`config.mk`:
```
export PLATFORM = sky130hd
export DESIGN_NAME = rmq_isqrt
export DESIGN_NICKNAME = d
export VERILOG_FILES = /design/src/rtl/core/rmq_pkg.sv /design/src/rtl/core/rmq_isqrt.sv
export SDC_FILE = /design/constraint.sdc
export NUM_CORES = 2
export LEC_CHECK = 0
export BUFFER_PORTS_ARGS = -buffer_cell sky130_fd_sc_hd__clkbuf_2
export CORE_UTILIZATION = 56
export CTS_BUF_LIST = sky130_fd_sc_hd__clkbuf_16
export DETAILED_ROUTE_END_ITERATION = 6
export GPL_TIMING_DRIVEN = 0
export PLACE_DENSITY = 0.74
export SLEW_MARGIN = 20
export SYNTH_ARGS = -nofsm -noshare
export SYNTH_HDL_FRONTEND = slang
export SYNTH_MEMORY_MAX_BITS = 65536
export SYNTH_SLANG_ARGS = --single-unit
```
`constraint.sdc`:
```
create_clock -name clk_i -period 3.2 [get_ports clk_i]
set_clock_uncertainty 0.15 [all_clocks]
set_input_delay 0.8 -clock clk_i [delete_from_list [all_inputs] [get_ports clk_i]]
set_output_delay 0.8 -clock clk_i [all_outputs]
set_load 0.01 [all_outputs]
```
`src/rtl/core/rmq_pkg.sv`:
```
// rmq_pkg: widths, word types and side-band structs for the rotation matrix to
// quaternion pipeline. No dependencies; used by every file in rtl/core.
`default_nettype none

package rmq_pkg;

  localparam int FRAC_BITS  = 14;
  localparam int SCALE_BITS = 10;
  localparam int ELEM_W     = 16;
  localparam int LANES      = 4;
  // signed width of trace and terms, magnitude width of a term
  localparam int TERM_W     = ELEM_W + 4;
  localparam int MAG_W      = ELEM_W + 1;
  localparam int SQ_W       = 2 * MAG_W;
  localparam int SUM_W      = SQ_W + 2;
  localparam int RAD_W      = SUM_W + 2 * SCALE_BITS;
  localparam int ROOT_W     = RAD_W / 2;
  localparam int Q_W        = 16;
  localparam int NUM_W      = ROOT_W + Q_W;

  typedef logic [MAG_W-1:0] mag_t;
  typedef logic [NUM_W-1:0] num_t;
  typedef logic [Q_W-1:0]   quo_t;

  typedef struct packed {
    logic signed [ELEM_W-1:0] elem_00;
    logic signed [ELEM_W-1:0] elem_01;
    logic signed [ELEM_W-1:0] elem_02;
    logic signed [ELEM_W-1:0] elem_10;
    logic signed [ELEM_W-1:0] elem_11;
    logic signed [ELEM_W-1:0] elem_12;
    logic signed [ELEM_W-1:0] elem_20;
    logic signed [ELEM_W-1:0] elem_21;
    logic signed [ELEM_W-1:0] elem_22;
  } in_word_t;

  typedef struct packed {
    logic signed [ELEM_W-1:0] quat_x;
    logic signed [ELEM_W-1:0] quat_y;
    logic signed [ELEM_W-1:0] quat_z;
    logic signed [ELEM_W-1:0] quat_w;
    logic                     degenerate;
  } out_word_t;

  // travels alongside the root extraction
  typedef struct packed {
    logic [LANES-1:0]       neg;
    mag_t [LANES-1:0]       mag;
    logic                   degen;
  } term_side_t;

  // travels alongside the division
  typedef struct packed {
    logic [LANES-1:0] neg;
    logic             degen;
  } sign_side_t;

endpackage

`default_nettype wire

```
`src/rtl/core/rmq_isqrt.sv`:
```
// rmq_isqrt: pipelined integer square root, one result bit per stage.
// Depends on rmq_pkg.
`default_nettype none

module rmq_isqrt import rmq_pkg::*; (
  input  wire logic              clk_i,
  input  wire logic              rst_ni,
  input  wire logic              en_i,
  input  wire logic              valid_i,
  input  wire logic [RAD_W-1:0]  rad_i,
  input  wire term_side_t        side_i,
  output logic                   valid_o,
  output logic [ROOT_W-1:0]      root_o,
  output term_side_t             side_o
);

  logic [ROOT_W-1:0] v_q;
  logic [RAD_W-1:0]  rem_q  [ROOT_W-1];
  logic [ROOT_W-1:0] root_q [ROOT_W];
  term_side_t        side_q [ROOT_W];

  for (genvar k = 0; k < ROOT_W; k++) begin : g_stage
    localparam int B = ROOT_W - 1 - k;
    logic [RAD_W-1:0]  rem_in;
    logic [ROOT_W-1:0] root_in;
    logic              v_in;
    term_side_t        side_in;
    logic [RAD_W:0]    trial;
    logic              fits;

    if (k == 0) begin : g_first
      assign rem_in  = rad_i;
      assign root_in = '0;
      assign v_in    = valid_i;
      assign side_in = side_i;
    end else begin : g_next
      assign rem_in  = rem_q[k-1];
      assign root_in = root_q[k-1];
      assign v_in    = v_q[k-1];
      assign side_in = side_q[k-1];
    end

    // (2*root + 2^B) * 2^B, root holding only bits above B
    assign trial = ({1'b0, RAD_W'(root_in)} << (B + 1)) | ((RAD_W + 1)'(1) << (2 * B));
    assign fits  = {1'b0, rem_in} >= trial;

    always_ff @(posedge clk_i or negedge rst_ni) begin
      if (!rst_ni) begin
        v_q[k] <= 1'b0;
      end else if (en_i) begin
        v_q[k] <= v_in;
      end
    end

    always_ff @(posedge clk_i) begin
      if (en_i) begin
        root_q[k] <= fits ? (root_in | (ROOT_W'(1) << B)) : root_in;
        side_q[k] <= side_in;
      end
    end

    if (k < ROOT_W - 1) begin : g_rem
      always_ff @(posedge clk_i) begin
        if (en_i) begin
          rem_q[k] <= fits ? RAD_W'({1'b0, rem_in} - trial) : rem_in;
        end
      end
    end
  end

  assign valid_o = v_q[ROOT_W-1];
  assign root_o  = root_q[ROOT_W-1];
  assign side_o  = side_q[ROOT_W-1];

endmodule

`default_nettype wire

```
==> results.sh <==
export IMPL_area_delta_synth_final_pct=21.0
export IMPL_maxSlewViolCount=0
export IMPL_clock_sinks=3990
export IMPL_syn_area_um2=154000
export IMPL_tightest_slew_ps=872
export IMPL_timing_hold_ws_ps=118
export IMPL_crit_required_ps=3720
export IMPL_stdcell_count=14500
export IMPL_grt_total_usage_pct=21.9
export IMPL_worst_setup_path_type="register to register"
export IMPL_htreeDepth=5
export IMPL_die_area_um2=277000
export IMPL_rows=192
export IMPL_peakVddDrop_uv=517
export IMPL_port_buffers=234
export IMPL_start_util_pct=56.3
export IMPL_worstHoldPathType="input pin to register"
export IMPL_first_pass_iters=6
export IMPL_crit_top_cell="buf_6"
export IMPL_overflow=0
export IMPL_final_hold_viol_count=0
export IMPL_synth_edf_count=3962
export IMPL_worstPathMaxFanout=6
export IMPL_cp_startpoint="rem_q[1][520]$_DFFE_PP_"
export IMPL_layout_cells_most_common_list="edfxtp_1 (3962), inv_1 (607), clkbuf_16 (424)"
export IMPL_cts_buffer_depth=4
export IMPL_drt_iter0_drc=5205
export IMPL_synth_async_reset_ratio_pct=0.702
export IMPL_ant_nets=0
export IMPL_dieHeight_um=526
export IMPL_setup_viol=547
export IMPL_drive_above_1_share_pct=21.2
export IMPL_die_w_um=526
export IMPL_power_density_nw_per_um2=700
export IMPL_max_cap_violations=0
export IMPL_path_cells="ha_4 -> buf_6 -> nand4_1 -> or4_4 -> a2111oi_4 -> buf_4 -> a211o_1 -> a41oi_2 -> o211ai_1 -> buf_4 -> and4bb_4 -> buf_6 -> buf_6 -> nor3b_4 -> xor2_1"
export IMPL_wl_per_cell_um=21.9
export IMPL_syn_num_nets=9907
export IMPL_clk_pin_slew_ps=60
export IMPL_rsz0062_at_grt="true"
export IMPL_fin_crit_sh_pct=120
export IMPL_fin_crit_ps=3830
export IMPL_avgViaCountPerCell=5.62
export IMPL_clock_latency_ps=950
export IMPL_crit_path_end="rem_q[1][611]$_DFFE_PP_"
export IMPL_violations="setup timing"
export IMPL_r2r_cells=15
export IMPL_path_depth=15
export IMPL_cts_buffers=390
export IMPL_r2r_slack_ps=-630
export IMPL_synth_seq_cells=3990
export IMPL_ios=235
export IMPL_synth_distinct_cells=102
export IMPL_slew_headroom_pct=41.3
export IMPL_path_buf_inv=5
export IMPL_avgSynthCellArea_um2=16.5
export IMPL_cp_start_kind="register"
export IMPL_grt_max_degree=110
export IMPL_layout_commonest_cell="edfxtp_1"
export IMPL_cp_arrival_ps=4350
export IMPL_reg2reg_from="rem_q[1][520]$_DFFE_PP_"
export IMPL_timing_rr_end="rem_q[1][611]$_DFFE_PP_"
export IMPL_ys_flop_type="edfxtp_1"
export IMPL_cpPeakStageDelay_ps=540
export IMPL_gp_congestion=1.03
export IMPL_p_leak_nw=68.1
export IMPL_totalWireLength_mm=317
export IMPL_end_kind="register"
export IMPL_power_total_w=0.130
export IMPL_cp_top_family="simple AND/OR/NAND/NOR gates"
export IMPL_clock_fmax_ghz=0.261
export IMPL_cp_slowest_cell="or4_4"
export IMPL_core_um2=274000
export IMPL_grt_pass1_wl_mm=469
export IMPL_antenna_found_initial=2
export IMPL_placed_cells=13200
export IMPL_ctsRootBufferMaster="clkbuf_16"
export IMPL_num_vias=81300
export IMPL_synth_cells=9342
export IMPL_ys_seq_area_share_pct=77.7
export IMPL_drcViolationCount=0
export IMPL_first_global_vias=84900
export IMPL_yosysWarnings=0
export IMPL_status="finished with violations"
export IMPL_tritoncts="built"
export IMPL_fin_ws_ps=-627
export IMPL_hpwl_mm=194
export IMPL_num_nets_final=11100
## state kept, by name (all words and copies together), names as in the netlist
signal,flops
g_stage.v_in,27
side_q,2044
valid_o,1
rem_q,1512
root_q,406
## synth_stat cells, types with 58 or more instances
| cell | number | share of area, % |
|---|---|---|
| edfxtp_1 | 3962 | 77 |
| inv_1 | 523 | 1.3 |
| a21oi_1 | 483 | 1.6 |
| nor2_1 | 483 | 1.2 |
| nand2_1 | 447 | 1.1 |
| ha_1 | 432 | 3.5 |
| xnor2_1 | 341 | 1.9 |
| xor2_1 | 336 | 1.9 |
| o21ai_0 | 309 | 1.0 |
| nor4_1 | 240 | 0.97 |
| nor3_1 | 218 | 0.71 |
| a21o_1 | 175 | 0.85 |
| nand4_1 | 115 | 0.47 |
| clkbuf_1 | 107 | 0.26 |
| nand3_1 | 107 | 0.35 |
| nand2b_1 | 87 | 0.35 |
| mux2_2 | 75 | 0.55 |
| or3_1 | 71 | 0.29 |
| o21a_1 | 70 | 0.34 |
| nor2b_1 | 61 | 0.25 |
| or4_1 | 58 | 0.28 |
## cells by family after synthesis
kind of cell    Yosys count  synth area share (%)
fa+ha+maj               432                  3.51
simple gates           2111                  7.10
flops                  3990                  77.7
buf+inv                 670                  1.66
compound gates         1376                  5.55
mux                      86                 0.620
xor+xnor                677                  3.85
## report_power, final
part	internal (W)	leakage (nW)	switching [W]
Sequential	0.0636	38.8	0.00332
Clock	0.0241	6.30	0.0193
Combinational	0.00897	23.0	0.0112
## cell type report
| type | count | area [µm²] |
|---|---|---|
| antenna | 4 | 10.0 |
| buffer | 111 | 1300 |
| clock buffer | 391 | 9780 |
| clock inverter | 317 | 2280 |
| fill | 17100 | 87300 |
| inverter | 526 | 2020 |
| multi-input combinational | 4682 | 38000 |
| sequential | 3990 | 120000 |
| tap | 3589 | 4490 |
| timing repair buffer | 871 | 8720 |
| timing repair inverter | 1 | 11.3 |
## worst reg2reg max path, cell delays in order, from the launching register on
cell and delay [ps]:
edfxtp_1 450, ha_4 300, buf_6 110, nand4_1 140
or4_4 540, a2111oi_4 200, buf_4 200, a211o_1 160
a41oi_2 190, o211ai_1 210, buf_4 150, and4bb_4 270
buf_6 120, buf_6 110, nor3b_4 140, xor2_1 140
## stage by stage
step	area [µm²]	worst slack (ps)	setup TNS [ps]	utilization (%)
2_1_floorplan	154000	-187	-1070	-
4_1_cts	181000	-656	-116470	66.0
3_3_place_gp	160000	-65980	-	58.4
5_1_grt	186000	-662	-157380	68.1
6_report	186000	-627	-94700	68.1
3_5_place_dp	161000	-3570	-4502810	58.9
## metal layers
metal  routed length (µm)  GRT usage [%]  vias to the layer above
met2               181000           44.1                     2113
li1                     -              -                    38300
met4                21500           13.1                        0
met3                10700           2.87                      897
met5                    0              0                        -
met1               104000           20.7                    40000
## how the worst min path moves through the flow
stage	startpoint	to	slack (ps)	cells after the start
after floorplan	side_q[0][927]$_DFFE_PP_	side_q[0][1000]$_DFFE_PP_	250	0
after global placement	side_q[0][1121]$_DFFE_PP_	side_q[1][26]$_DFFE_PP_	250	0
after detailed placement	side_q[0][932]$_DFFE_PP_	side_q[0][1005]$_DFFE_PP_	250	0
after CTS	en_i	side_q[0][445]$_DFFE_PP_	40	1
after global routing	en_i	side_q[0][445]$_DFFE_PP_	80	1
final	en_i	side_q[0][338]$_DFFE_PP_	120	1
## repair_timing
action	4_1_cts	5_1_grt
buffers inserted	186	233
endpoints found under the setup margin	2450	897
pin swaps	157	244
gates resized for setup	786	837
hold buffers	130	0
gates cloned	39	15
endpoints found under the hold margin	157	0
(Power assumes the default switching activity.)
